--- src/tmqb_pkg.sv ---
// ----------------------------------------------------------------------------
// tmqb_pkg
// Shared types and constants for the timestamp matched quaternion buffer.
// ----------------------------------------------------------------------------
package tmqb_pkg;

  localparam int FRAME_SLOTS_DEF = 16;
  localparam int TS_W            = 32;
  localparam int QC_W            = 16;
  localparam int SLOT_W          = 4;

  localparam logic OP_INSERT = 1'b0;
  localparam logic OP_FIND   = 1'b1;

  // w sits in the low bits of the packed word
  typedef struct packed {
    logic signed [QC_W-1:0] z;
    logic signed [QC_W-1:0] y;
    logic signed [QC_W-1:0] x;
    logic signed [QC_W-1:0] w;
  } quat_t;

  typedef struct packed {
    logic [TS_W-1:0] ts;
    quat_t           q;
  } frame_t;

  typedef struct packed {
    logic load;
    logic step;
  } match_ctrl_t;

  typedef enum logic [1:0] {
    ST_IDLE,
    ST_SCAN,
    ST_FLUSH,
    ST_EMIT
  } state_t;

endpackage

--- src/tmqb_if.sv ---
// ----------------------------------------------------------------------------
// tmqb_in_if / tmqb_out_if
// Valid/ready channels carrying request and result beats.
// ----------------------------------------------------------------------------
interface tmqb_in_if;
  logic                                 valid;
  logic                                 ready;
  logic                                 op;
  logic        [tmqb_pkg::TS_W-1:0]     ticks;
  logic signed [tmqb_pkg::QC_W-1:0]     quat_w;
  logic signed [tmqb_pkg::QC_W-1:0]     quat_x;
  logic signed [tmqb_pkg::QC_W-1:0]     quat_y;
  logic signed [tmqb_pkg::QC_W-1:0]     quat_z;

  modport source (output valid, op, ticks, quat_w, quat_x, quat_y, quat_z,
                  input ready);
  modport sink   (input valid, op, ticks, quat_w, quat_x, quat_y, quat_z,
                  output ready);
endinterface

interface tmqb_out_if;
  logic                                 valid;
  logic                                 ready;
  logic        [tmqb_pkg::SLOT_W-1:0]   slot;
  logic        [tmqb_pkg::TS_W-1:0]     time_error;
  logic signed [tmqb_pkg::QC_W-1:0]     match_w;
  logic signed [tmqb_pkg::QC_W-1:0]     match_x;
  logic signed [tmqb_pkg::QC_W-1:0]     match_y;
  logic signed [tmqb_pkg::QC_W-1:0]     match_z;

  modport source (output valid, slot, time_error, match_w, match_x, match_y,
                  match_z, input ready);
  modport sink   (input valid, slot, time_error, match_w, match_x, match_y,
                  match_z, output ready);
endinterface

--- src/tmqb_cell.sv ---
// ----------------------------------------------------------------------------
// tmqb_cell
// One frame slot of the ring: direct write on insert, shift to neighbour on scan.
// ----------------------------------------------------------------------------
module tmqb_cell (
  input  logic             clk,
  input  logic             rst_n,
  input  logic             shift_en,
  input  tmqb_pkg::frame_t shift_in,
  input  logic             wr_en,
  input  tmqb_pkg::frame_t wr_data,
  output tmqb_pkg::frame_t frame_q
);
  import tmqb_pkg::*;

  frame_t frame_r;

  always_ff @(posedge clk) begin
    if (!rst_n) begin
      frame_r <= '0;
    end else if (wr_en) begin
      frame_r <= wr_data;
    end else if (shift_en) begin
      frame_r <= shift_in;
    end
  end

  assign frame_q = frame_r;

endmodule

--- src/tmqb_match.sv ---
// ----------------------------------------------------------------------------
// tmqb_match
// Two-stage nearest-time comparator fed by the head cell of the ring.
// ----------------------------------------------------------------------------
module tmqb_match #(
  parameter int FRAME_SLOTS = tmqb_pkg::FRAME_SLOTS_DEF,
  localparam int IDX_W      = $clog2(FRAME_SLOTS)
) (
  input  logic                      clk,
  input  logic                      rst_n,
  input  tmqb_pkg::match_ctrl_t     ctrl,
  input  tmqb_pkg::frame_t          head,
  input  logic [IDX_W-1:0]          head_idx,
  input  logic [tmqb_pkg::TS_W-1:0] query_ts,
  input  logic [IDX_W-1:0]          load_idx,
  input  tmqb_pkg::quat_t           load_quat,
  output logic [IDX_W-1:0]          best_idx,
  output logic [tmqb_pkg::TS_W-1:0] best_err,
  output tmqb_pkg::quat_t           best_quat
);
  import tmqb_pkg::*;

  logic              a_vld_r;
  logic [TS_W-1:0]   a_dist_r;
  logic [IDX_W-1:0]  a_idx_r;
  quat_t             a_quat_r;
  logic [TS_W-1:0]   tick_gap;

  logic [IDX_W-1:0]  best_idx_r;
  logic [TS_W-1:0]   best_err_r;
  quat_t             best_quat_r;

  assign tick_gap = (head.ts >= query_ts) ? (head.ts - query_ts) : (query_ts - head.ts);

  always_ff @(posedge clk) begin
    if (!rst_n) begin
      a_vld_r <= 1'b0;
    end else begin
      a_vld_r <= ctrl.step;
    end
  end

  always_ff @(posedge clk) begin
    a_dist_r <= tick_gap;
    a_idx_r  <= head_idx;
    a_quat_r <= head.q;
  end

  // strict compare: on a tie the earlier slot stays
  always_ff @(posedge clk) begin
    if (ctrl.load) begin
      best_idx_r  <= load_idx;
      best_err_r  <= '0;
      best_quat_r <= load_quat;
    end else if (a_vld_r && ((a_idx_r == '0) || (a_dist_r < best_err_r))) begin
      best_idx_r  <= a_idx_r;
      best_err_r  <= a_dist_r;
      best_quat_r <= a_quat_r;
    end
  end

  assign best_idx  = best_idx_r;
  assign best_err  = best_err_r;
  assign best_quat = best_quat_r;

endmodule

--- src/timestamp_matched_quaternion_buffer.sv ---
// ----------------------------------------------------------------------------
// timestamp_matched_quaternion_buffer
// Ring of attitude frames with insert and nearest-timestamp lookup.
// ----------------------------------------------------------------------------
//  channel   dir  handshake        payload
//  in_ch     in   valid / ready    op, ticks, quat_w/x/y/z
//  out_ch    out  valid / ready    slot, time_error, match_w/x/y/z
//
//  Insert: the accept moves the sequencer to EMIT, where the result beat is
//  registered. Find: the ring rotates one full turn past a single comparator,
//  one slot per cycle, then passes FLUSH before EMIT.
//  One beat in flight at a time; a held result stalls only the next emit.
//  Synchronous reset clears every slot, the write pointer and all control.
// ----------------------------------------------------------------------------
module timestamp_matched_quaternion_buffer #(
  parameter int FRAME_SLOTS = tmqb_pkg::FRAME_SLOTS_DEF
) (
  input  logic        clk,
  input  logic        rst_n,
  tmqb_in_if.sink     in_ch,
  tmqb_out_if.source  out_ch
);
  import tmqb_pkg::*;

  localparam int IDX_W = $clog2(FRAME_SLOTS);
  localparam logic [IDX_W-1:0] LAST_IDX = IDX_W'(FRAME_SLOTS - 1);

  state_t            state_r, state_nxt;
  logic [IDX_W-1:0]  ptr_r, ptr_nxt;
  logic [IDX_W-1:0]  scan_cnt_r, scan_cnt_nxt;
  logic [TS_W-1:0]   ts_r;

  logic              out_valid_r;
  logic [SLOT_W-1:0] out_slot_r;
  logic [TS_W-1:0]   out_err_r;
  quat_t             out_quat_r;

  logic              acc;
  logic              emit_go;
  logic              shift_en;
  match_ctrl_t       mctrl;
  quat_t             in_quat;
  frame_t            wr_frame;
  frame_t            cells [FRAME_SLOTS];

  logic [IDX_W-1:0]  best_idx;
  logic [TS_W-1:0]   best_err;
  quat_t             best_quat;

  assign acc     = in_ch.valid && in_ch.ready;
  assign in_quat = '{z: in_ch.quat_z, y: in_ch.quat_y, x: in_ch.quat_x, w: in_ch.quat_w};
  assign wr_frame = '{ts: in_ch.ticks, q: in_quat};

  // next state
  always_comb begin
    state_nxt = state_r;
    unique case (state_r)
      ST_IDLE: begin
        if (acc) begin
          state_nxt = (in_ch.op == OP_FIND) ? ST_SCAN : ST_EMIT;
        end
      end
      ST_SCAN: begin
        if (scan_cnt_r == LAST_IDX) begin
          state_nxt = ST_FLUSH;
        end
      end
      ST_FLUSH: state_nxt = ST_EMIT;
      ST_EMIT: begin
        if (!out_valid_r || out_ch.ready) begin
          state_nxt = ST_IDLE;
        end
      end
      default: state_nxt = ST_IDLE;
    endcase
  end

  // outputs of the sequencer
  always_comb begin
    in_ch.ready  = 1'b0;
    shift_en     = 1'b0;
    emit_go      = 1'b0;
    unique case (state_r)
      ST_IDLE:  in_ch.ready = 1'b1;
      ST_SCAN:  shift_en    = 1'b1;
      ST_FLUSH: ;
      ST_EMIT:  emit_go     = !out_valid_r || out_ch.ready;
      default: ;
    endcase
  end

  assign mctrl.load = acc && (in_ch.op == OP_INSERT);
  assign mctrl.step = shift_en;

  always_comb begin
    ptr_nxt = ptr_r;
    if (mctrl.load) begin
      ptr_nxt = (ptr_r >= LAST_IDX) ? '0 : ptr_r + 1'b1;
    end
  end

  assign scan_cnt_nxt = shift_en ? ((scan_cnt_r == LAST_IDX) ? '0 : scan_cnt_r + 1'b1)
                                 : scan_cnt_r;

  always_ff @(posedge clk) begin
    if (!rst_n) begin
      state_r     <= ST_IDLE;
      ptr_r       <= '0;
      scan_cnt_r  <= '0;
      out_valid_r <= 1'b0;
    end else begin
      state_r    <= state_nxt;
      ptr_r      <= ptr_nxt;
      scan_cnt_r <= scan_cnt_nxt;
      if (emit_go) begin
        out_valid_r <= 1'b1;
      end else if (out_ch.ready) begin
        out_valid_r <= 1'b0;
      end
    end
  end

  always_ff @(posedge clk) begin
    if (acc) begin
      ts_r <= in_ch.ticks;
    end
    if (emit_go) begin
      out_slot_r <= SLOT_W'(best_idx);
      out_err_r  <= best_err;
      out_quat_r <= best_quat;
    end
  end

  // ring of slots, cell 0 is the head seen by the comparator
  for (genvar i = 0; i < FRAME_SLOTS; i++) begin : g_cell
    localparam int NEXT = (i + 1) % FRAME_SLOTS;
    tmqb_cell u_cell (
      .clk      (clk),
      .rst_n    (rst_n),
      .shift_en (shift_en),
      .shift_in (cells[NEXT]),
      .wr_en    (mctrl.load && (ptr_nxt == IDX_W'(i))),
      .wr_data  (wr_frame),
      .frame_q  (cells[i])
    );
  end

  tmqb_match #(
    .FRAME_SLOTS (FRAME_SLOTS)
  ) u_match (
    .clk       (clk),
    .rst_n     (rst_n),
    .ctrl      (mctrl),
    .head      (cells[0]),
    .head_idx  (scan_cnt_r),
    .query_ts  (ts_r),
    .load_idx  (ptr_nxt),
    .load_quat (in_quat),
    .best_idx  (best_idx),
    .best_err  (best_err),
    .best_quat (best_quat)
  );

  assign out_ch.valid      = out_valid_r;
  assign out_ch.slot       = out_slot_r;
  assign out_ch.time_error = out_err_r;
  assign out_ch.match_w    = out_quat_r.w;
  assign out_ch.match_x    = out_quat_r.x;
  assign out_ch.match_y    = out_quat_r.y;
  assign out_ch.match_z    = out_quat_r.z;

  a_flush_to_emit: assert property (@(posedge clk) disable iff (!rst_n)
    (state_r == ST_FLUSH) |=> (state_r == ST_EMIT))
    else $error("flush not followed by emit");

  a_idle_cnt_zero: assert property (@(posedge clk) disable iff (!rst_n)
    (state_r == ST_IDLE) |-> (scan_cnt_r == '0))
    else $error("scan counter not home while idle");

  a_insert_err_zero: assert property (@(posedge clk) disable iff (!rst_n)
    mctrl.load |=> (best_err == '0) && (best_idx == $past(ptr_nxt)))
    else $error("insert result not loaded");

  a_valid_from_emit: assert property (@(posedge clk) disable iff (!rst_n)
    $rose(out_valid_r) |-> ($past(state_r) == ST_EMIT))
    else $error("result beat raised outside emit");

endmodule

--- src/flat_wrapper.sv ---
// flat-port wrapper written by rule: the top's interface ports become plain ports
module timestamp_matched_quaternion_buffer_flat import tmqb_pkg::*;
#(
  parameter int FRAME_SLOTS = tmqb_pkg::FRAME_SLOTS_DEF
)
  (clk, rst_n, in_ch_valid, in_ch_op, in_ch_ticks, in_ch_quat_w, in_ch_quat_x, in_ch_quat_y, in_ch_quat_z, in_ch_ready, out_ch_valid, out_ch_slot, out_ch_time_error, out_ch_match_w, out_ch_match_x, out_ch_match_y, out_ch_match_z, out_ch_ready);
  tmqb_in_if in_ch_i ();
  tmqb_out_if out_ch_i ();
  input  logic clk;
  input  logic rst_n;
  input wire logic [$bits(in_ch_i.valid)-1:0] in_ch_valid;
  input wire logic [$bits(in_ch_i.op)-1:0] in_ch_op;
  input wire logic [$bits(in_ch_i.ticks)-1:0] in_ch_ticks;
  input wire logic [$bits(in_ch_i.quat_w)-1:0] in_ch_quat_w;
  input wire logic [$bits(in_ch_i.quat_x)-1:0] in_ch_quat_x;
  input wire logic [$bits(in_ch_i.quat_y)-1:0] in_ch_quat_y;
  input wire logic [$bits(in_ch_i.quat_z)-1:0] in_ch_quat_z;
  output wire logic [$bits(in_ch_i.ready)-1:0] in_ch_ready;
  output wire logic [$bits(out_ch_i.valid)-1:0] out_ch_valid;
  output wire logic [$bits(out_ch_i.slot)-1:0] out_ch_slot;
  output wire logic [$bits(out_ch_i.time_error)-1:0] out_ch_time_error;
  output wire logic [$bits(out_ch_i.match_w)-1:0] out_ch_match_w;
  output wire logic [$bits(out_ch_i.match_x)-1:0] out_ch_match_x;
  output wire logic [$bits(out_ch_i.match_y)-1:0] out_ch_match_y;
  output wire logic [$bits(out_ch_i.match_z)-1:0] out_ch_match_z;
  input wire logic [$bits(out_ch_i.ready)-1:0] out_ch_ready;
  assign in_ch_i.valid = in_ch_valid;
  assign in_ch_i.op = in_ch_op;
  assign in_ch_i.ticks = in_ch_ticks;
  assign in_ch_i.quat_w = in_ch_quat_w;
  assign in_ch_i.quat_x = in_ch_quat_x;
  assign in_ch_i.quat_y = in_ch_quat_y;
  assign in_ch_i.quat_z = in_ch_quat_z;
  assign in_ch_ready = in_ch_i.ready;
  assign out_ch_valid = out_ch_i.valid;
  assign out_ch_slot = out_ch_i.slot;
  assign out_ch_time_error = out_ch_i.time_error;
  assign out_ch_match_w = out_ch_i.match_w;
  assign out_ch_match_x = out_ch_i.match_x;
  assign out_ch_match_y = out_ch_i.match_y;
  assign out_ch_match_z = out_ch_i.match_z;
  assign out_ch_i.ready = out_ch_ready;
  timestamp_matched_quaternion_buffer #(.FRAME_SLOTS(FRAME_SLOTS)) u_core (.clk(clk), .rst_n(rst_n), .in_ch(in_ch_i), .out_ch(out_ch_i));
endmodule
--- config.mk ---
export PLATFORM = sky130hd
export DESIGN_NAME = timestamp_matched_quaternion_buffer_flat
export DESIGN_NICKNAME = d
export VERILOG_FILES = /design/src/tmqb_pkg.sv /design/src/tmqb_if.sv /design/src/tmqb_cell.sv /design/src/tmqb_match.sv /design/src/timestamp_matched_quaternion_buffer.sv /design/src/flat_wrapper.sv
export SDC_FILE = /design/constraint.sdc
export NUM_CORES = 2
export LEC_CHECK = 0
export BUFFER_PORTS_ARGS = -buffer_cell sky130_fd_sc_hd__buf_2
export CAP_MARGIN = 20
export CELL_PAD_IN_SITES_DETAIL_PLACEMENT = 0
export CELL_PAD_IN_SITES_GLOBAL_PLACEMENT = 1
export CORE_AREA = 4 4 569 571
export DETAILED_ROUTE_END_ITERATION = 8
export DIE_AREA = 0 0 573 575
export PLACE_DENSITY = 0.58
export REMOVE_ABC_BUFFERS = 1
export SYNTH_ARGS = -nofsm -noshare
export SYNTH_HDL_FRONTEND = slang
export SYNTH_HIERARCHICAL = 1
export SYNTH_SLANG_ARGS = --single-unit
--- constraint.sdc ---
create_clock -name clk -period 7.6 [get_ports clk]
set_clock_uncertainty 0.2 [all_clocks]
set_input_delay 1.9 -clock clk [delete_from_list [all_inputs] [get_ports clk]]
set_output_delay 1.9 -clock clk [all_outputs]
set_load 0.005 [all_outputs]
# == Word level (Yosys, flattened, before mapping) ==
# Index checks and enable logic that the tools add are counted.
# classes
n_addsub,4
magnitude_cmp,3
eq_ne,22
muxes,50
bitwise,1
reduce_logical,44
# op_table
op,count
2-to-1 mux 96 bit,32
2-to-1 mux 64 bit,2
subtractor 32 bit,2
"equality test 4 bit, second input constant",9
nonzero test 2 bit,18
>= comparator 32 bit,1
less-than comparator 32 bit,1
2-to-1 mux 32 bit,1
2-to-1 mux 4 bit,5
logical AND 1 bit,19
"equality test 4 x 3 -> 1 bit, second input constant",4
"adder 4 x 1 -> 4 bit, second input constant",2
"equality test 4 x 2 -> 1 bit, second input constant",2
zero test 4 bit,2
2-to-1 mux 2 bit,4
one-hot mux 2 bit (4 select lines),1
"!= test 2 x 1 -> 1 bit, second input constant",3
2-to-1 mux 1 bit,5
"equality test 2 bit, second input constant",2
"equality test 4 x 1 -> 1 bit, second input constant",1
">= comparator 4 bit, second input constant",1
AND reduction 3 bit,1
"equality test 2 x 1 -> 1 bit, second input constant",1
zero test 2 bit,1
other kinds (3),4
# totals
reg_bits,1880
inputBits,101
wordCells,228

# == Longest topological paths before layout ==
# depth
ltp_word,8
ltp_mapped,14
ltp_nobuf,12

# == Modules after synthesis ==
# The synthesis kept the hierarchy.
# by_module_without_submodules
module,n_inst,cells_each,area_per_inst_um2,seq_area_each_um2
tmqb_cell,16,427,4977.3,1921.8
tmqb_match,1,1113,10900.5,4704.5
timestamp_matched_quaternion_buffer,1,246,4805.9,4184.0

# == Worst setup path after synthesis ==
# Ideal clock, no wire load.
# synth_timing
path_kind,in2reg
from,input port out_ch_ready
to,"register u_core.out_quat_r (netlist bit u_core/out_ch.match_w[0]), enable pin"
setup_ns,0.572
arrival_ns,6.395
required_time_ns,6.828
slack_ns,0.434
cell_stages,2
cell_sequence,nor2b_1 nor2b_1
# synth_via
elab_chain_cells,2
# synth_rtl
element,line,text
"start, declared",flat_wrapper.sv:26,input wire logic [$bits(out_ch_i.ready)-1:0] out_ch_ready;
logical OR 1 bit,timestamp_matched_quaternion_buffer.sv:87,ST_EMIT: emit_go = !out_valid_r || out_ch.ready;
2-to-1 mux 1 bit,timestamp_matched_quaternion_buffer.sv:83,unique case (state_r)
via u_core.emit_go,timestamp_matched_quaternion_buffer.sv:39,logic emit_go;
"end signal, assigned",timestamp_matched_quaternion_buffer.sv:130,out_quat_r <= best_quat;
"end, declared",timestamp_matched_quaternion_buffer.sv:36,quat_t out_quat_r;
# The timed path passes the listed nets, and every way through them passes these cells.
# A chain may end at the register's enable or synchronous reset.

==> results.yml <==
power:
  pwr-share-seq_pct: 40.2
  swShare_pct: 30.0
  ir_drop_uv: 282
  p_int_mw: 19.8
  combPwrFrac_pct: 21.7
  p_switching_mw: 8.45
  power_mw: 28.2
  p_per_area_nw_per_um2: 266
  p_leak_nw: 57.6
  p_clk_share_pct: 38.0
clocking:
  h-tree-depth: 4
  cts_buffer_depth: 4
  cts_tree: "built"
  cts_sinks: 1880
  clock_latency_ns: 0.90
  postCtsHoldBufs: 0
  postCtsSetupBuffers: 0
  numCtsBuffers: 222
  cts_resized: 0
  clk_pin_slew_ns: 0.06
  cts_root_buf: "clkbuf_16"
routing:
  vias_per_cell: 5.02
  drc: 0
  vias: 61900
  routed_wirelength_um: 251000
  ant_nets: 0
  wire_per_inst_um: 20.3
  dr.pass1.iters: 7
  drt_iter0_drc: 3381
worst_setup_path:
  critPathBufInv: 3
  crit_type: "in2reg"
  slowest_delay_ns: 0.84
  worstPathRequired_ns: 8.12
  slowest_stage: "nor2_4"
  cp_max_fo: 65
  cp.arrival_ns: 5.16
  r2r_setup_slack_ns: 3.11
  cp_top_family: "simple AND/OR/NAND/NOR gates"
  worstPathCellList: "buf_2 > nand3b_2 > inv_6 > nand3_1 > nor2_4 > buf_4 > nand2b_1 > o211a_1"
  startpoint_type: "input port"
  end_kind: "flip-flop"
global_route:
  grt_max_degree: 220
  use_met1_pct: 18.8
  grtUsageMet2_pct: 25.7
  grt_pass1_wl_um: 387000
  grtUsageTotal_pct: 14.6
  grt_pass1_vias: 63200
  busiest_layer: "met2"
  use_met3_pct: 2.13
  gr-total-overflow: 0
  antenna_found_initial: 43
sta:
  fin_crit_sh_pct: 61.0
  setup_viol: 0
  hold_viol_final: 0
  fmax_ghz: 0.216
  rsz0062_at_grt: "no"
  finalCriticalPeriod_ns: 4.64
  slew-limit-headroom_pct: 18.6
  tightest_slew_ns: 1.22
  slew_viol_final: 0
  setup_tns_ns: 0
job:
  cap_viol_max_count: 0
floorplan:
  core_area_um2: 318000
  dieArea_um2: 329000
  ios: 203
  start_util_pct: 30.0
  die_x_um: 573
  die_y_um: 575
  num_rows: 207
hold_path:
  min_path_type: "reg2reg"
final_layout:
  nFillCells: 31500
  layout-drive-gt1-share_pct: 28.2
  multi_input_area_um2: 50900
  register_area_um2: 39600
  area_delta_synth_final_pct: 11.1
  fin_nets: 8164
synth:
  synth_most_common_cell: "dfxtp_1"
  netlist_top_cells_area: "dfxtp_1 35%, o211a_1 16%, mux2_2 11%"
  ys_types: 76
  syn_area_per_cell_um2: 11.6
  yosys_most_used_dff: "dfxtp_1"
  async_flop_share_pct: 0
  yosysTopAreaCellShare_pct: 35.3
  ys_seq_area_share_pct: 41.6
  synth-edff-count: 200
  syn_area_um2: 95300
  yosys_warnings: 6
  yosys-top-cells-count: "1,680 x dfxtp_1, 1,539 x nand2b_1, 1,536 x o211a_1, 965 x mux2_2, 640 x mux2_4"
  ys_seq_elements: 1880
  synth_top_area_cell: "dfxtp_1"
  syn_inst: 8191
place:
  place_congestion: 0.803
  dpl.hpwl_um: 142000
  port_buffers: 202
run_status:
  status: "completed"
logic make-up (layout without fill, tap and decap cells):
group	count (synthesis)	count (layout)	share of synthesized area, %
xor gates and xnor gates	32	32	0.294
muxes	1613	1613	21.6
AOI/OAI and AO/OA	1848	1848	18.4
adders and majority gates	103	103	1.37
other	0	8	0
DFF	1880	1880	41.6
and+or+nand+nor	1837	1837	11.6
buffers and inverters	878	832	5.20
power by group through the flow:
stage	Combinational, mW	Clock (mW)	Sequential (mW)
after global routing	6.62	11.6	11.4
after floorplan	4.52	0	11.2
after global placement	6.12	0	11.6
final	6.14	10.7	11.3
after CTS	6.19	11.2	11.4
after detailed placement	6.17	0	11.6
stage by stage:
step / cell area [um^2] / hold slack, ns / cells / util (%) / worst slack (ns)
4_1_cts: 106000 / 0.167 / 12300 / 33.3 / 2.94
3_5_place_dp: 98500 / 0.156 / 11900 / 31.0 / 2.01
2_1_floorplan: 90800 / 0.142 / 7426 / - / -42.33
6_report: 106000 / 0.167 / 12300 / 33.3 / 2.96
5_1_grt: 106000 / 0.173 / 12300 / 33.3 / 2.71
3_3_place_gp: 98500 / 0.155 / 11900 / 31.0 / 2.03
state kept, by name, indices dropped and copies added (netlist names):
register and cells:
u_core/g_cell.u_cell/frame_q 1536, u_core/out_ch.match_w 16, u_core/out_ch.match_x 16, u_core/out_ch.match_y 16
u_core/out_ch.match_z 16, u_core/out_ch.slot 4, u_core/out_ch.time_error 32, u_core/out_ch.valid 1
u_core/ptr_r 4, u_core/scan_cnt_r 4, u_core/state_r 2, u_core/ts_r 32
u_core/u_match/a_dist_r 32, u_core/u_match/a_idx_r 4, u_core/u_match/a_quat_r 64, u_core/u_match/a_vld_r 1
u_core/u_match/best_err 32, u_core/u_match/best_idx 4, u_core/u_match/best_quat 64
cell usage in the layout, fill, tap and decap left out, drive strengths merged, types with 15 or more instances in the layout:
cell type	Yosys	routed
mux2	1605	1605
nor2	58	58
nand4	16	16
a32oi	32	32
a21o	43	43
o311ai	33	33
xnor2	20	20
inv	112	120
a31oi	15	15
buf	402	310
o21ai	50	50
a21oi	67	67
and2	16	16
edfxtp	200	200
nand2b	1539	1539
clkinv	1	50
o211a	1536	1536
clkbuf	363	341
nand2	110	110
nor3	46	46
nor2b	17	17
ha	101	101
dfxtp	1680	1680
final timing paths:
kind | to | start | cells past startpoint
setup / recovery | u_core/g_cell[3].u_cell/frame_q[3]$_SDFFE_PN0P_ | in_ch_op | 8
hold / removal | u_core/u_match/a_quat_r[8]$_DFF_P_ | u_core/g_cell[0].u_cell/frame_q[8]$_SDFFE_PN0P_ | 0
setup reg to reg | u_core/u_match/a_dist_r[28]$_DFF_P_ | u_core/g_cell[0].u_cell/frame_q[78]$_SDFFE_PN0P_ | 12
hold reg to reg | u_core/u_match/a_quat_r[8]$_DFF_P_ | u_core/g_cell[0].u_cell/frame_q[8]$_SDFFE_PN0P_ | 0
routing by layer:
metal  wire length, um  vias up
li1                  -    29300
met1            115000    31300
met2            122000      872
met3              8590      346
met4              5140        8
met5                55        -
layout make-up:
type                            count  share of cell area, %
Clock buffer                      341                   6.26
Sequential cell                  1880                   37.4
Tap cell                         4180                   4.94
Timing Repair Buffer              310                   2.15
Clock inverter                     68                  0.694
Multi-Input combinational cell   5433                   48.1
Inverter                          113                  0.405
Antenna cell                        8                 0.0189
No activity file was read; power rests on OpenSTA's default activity.
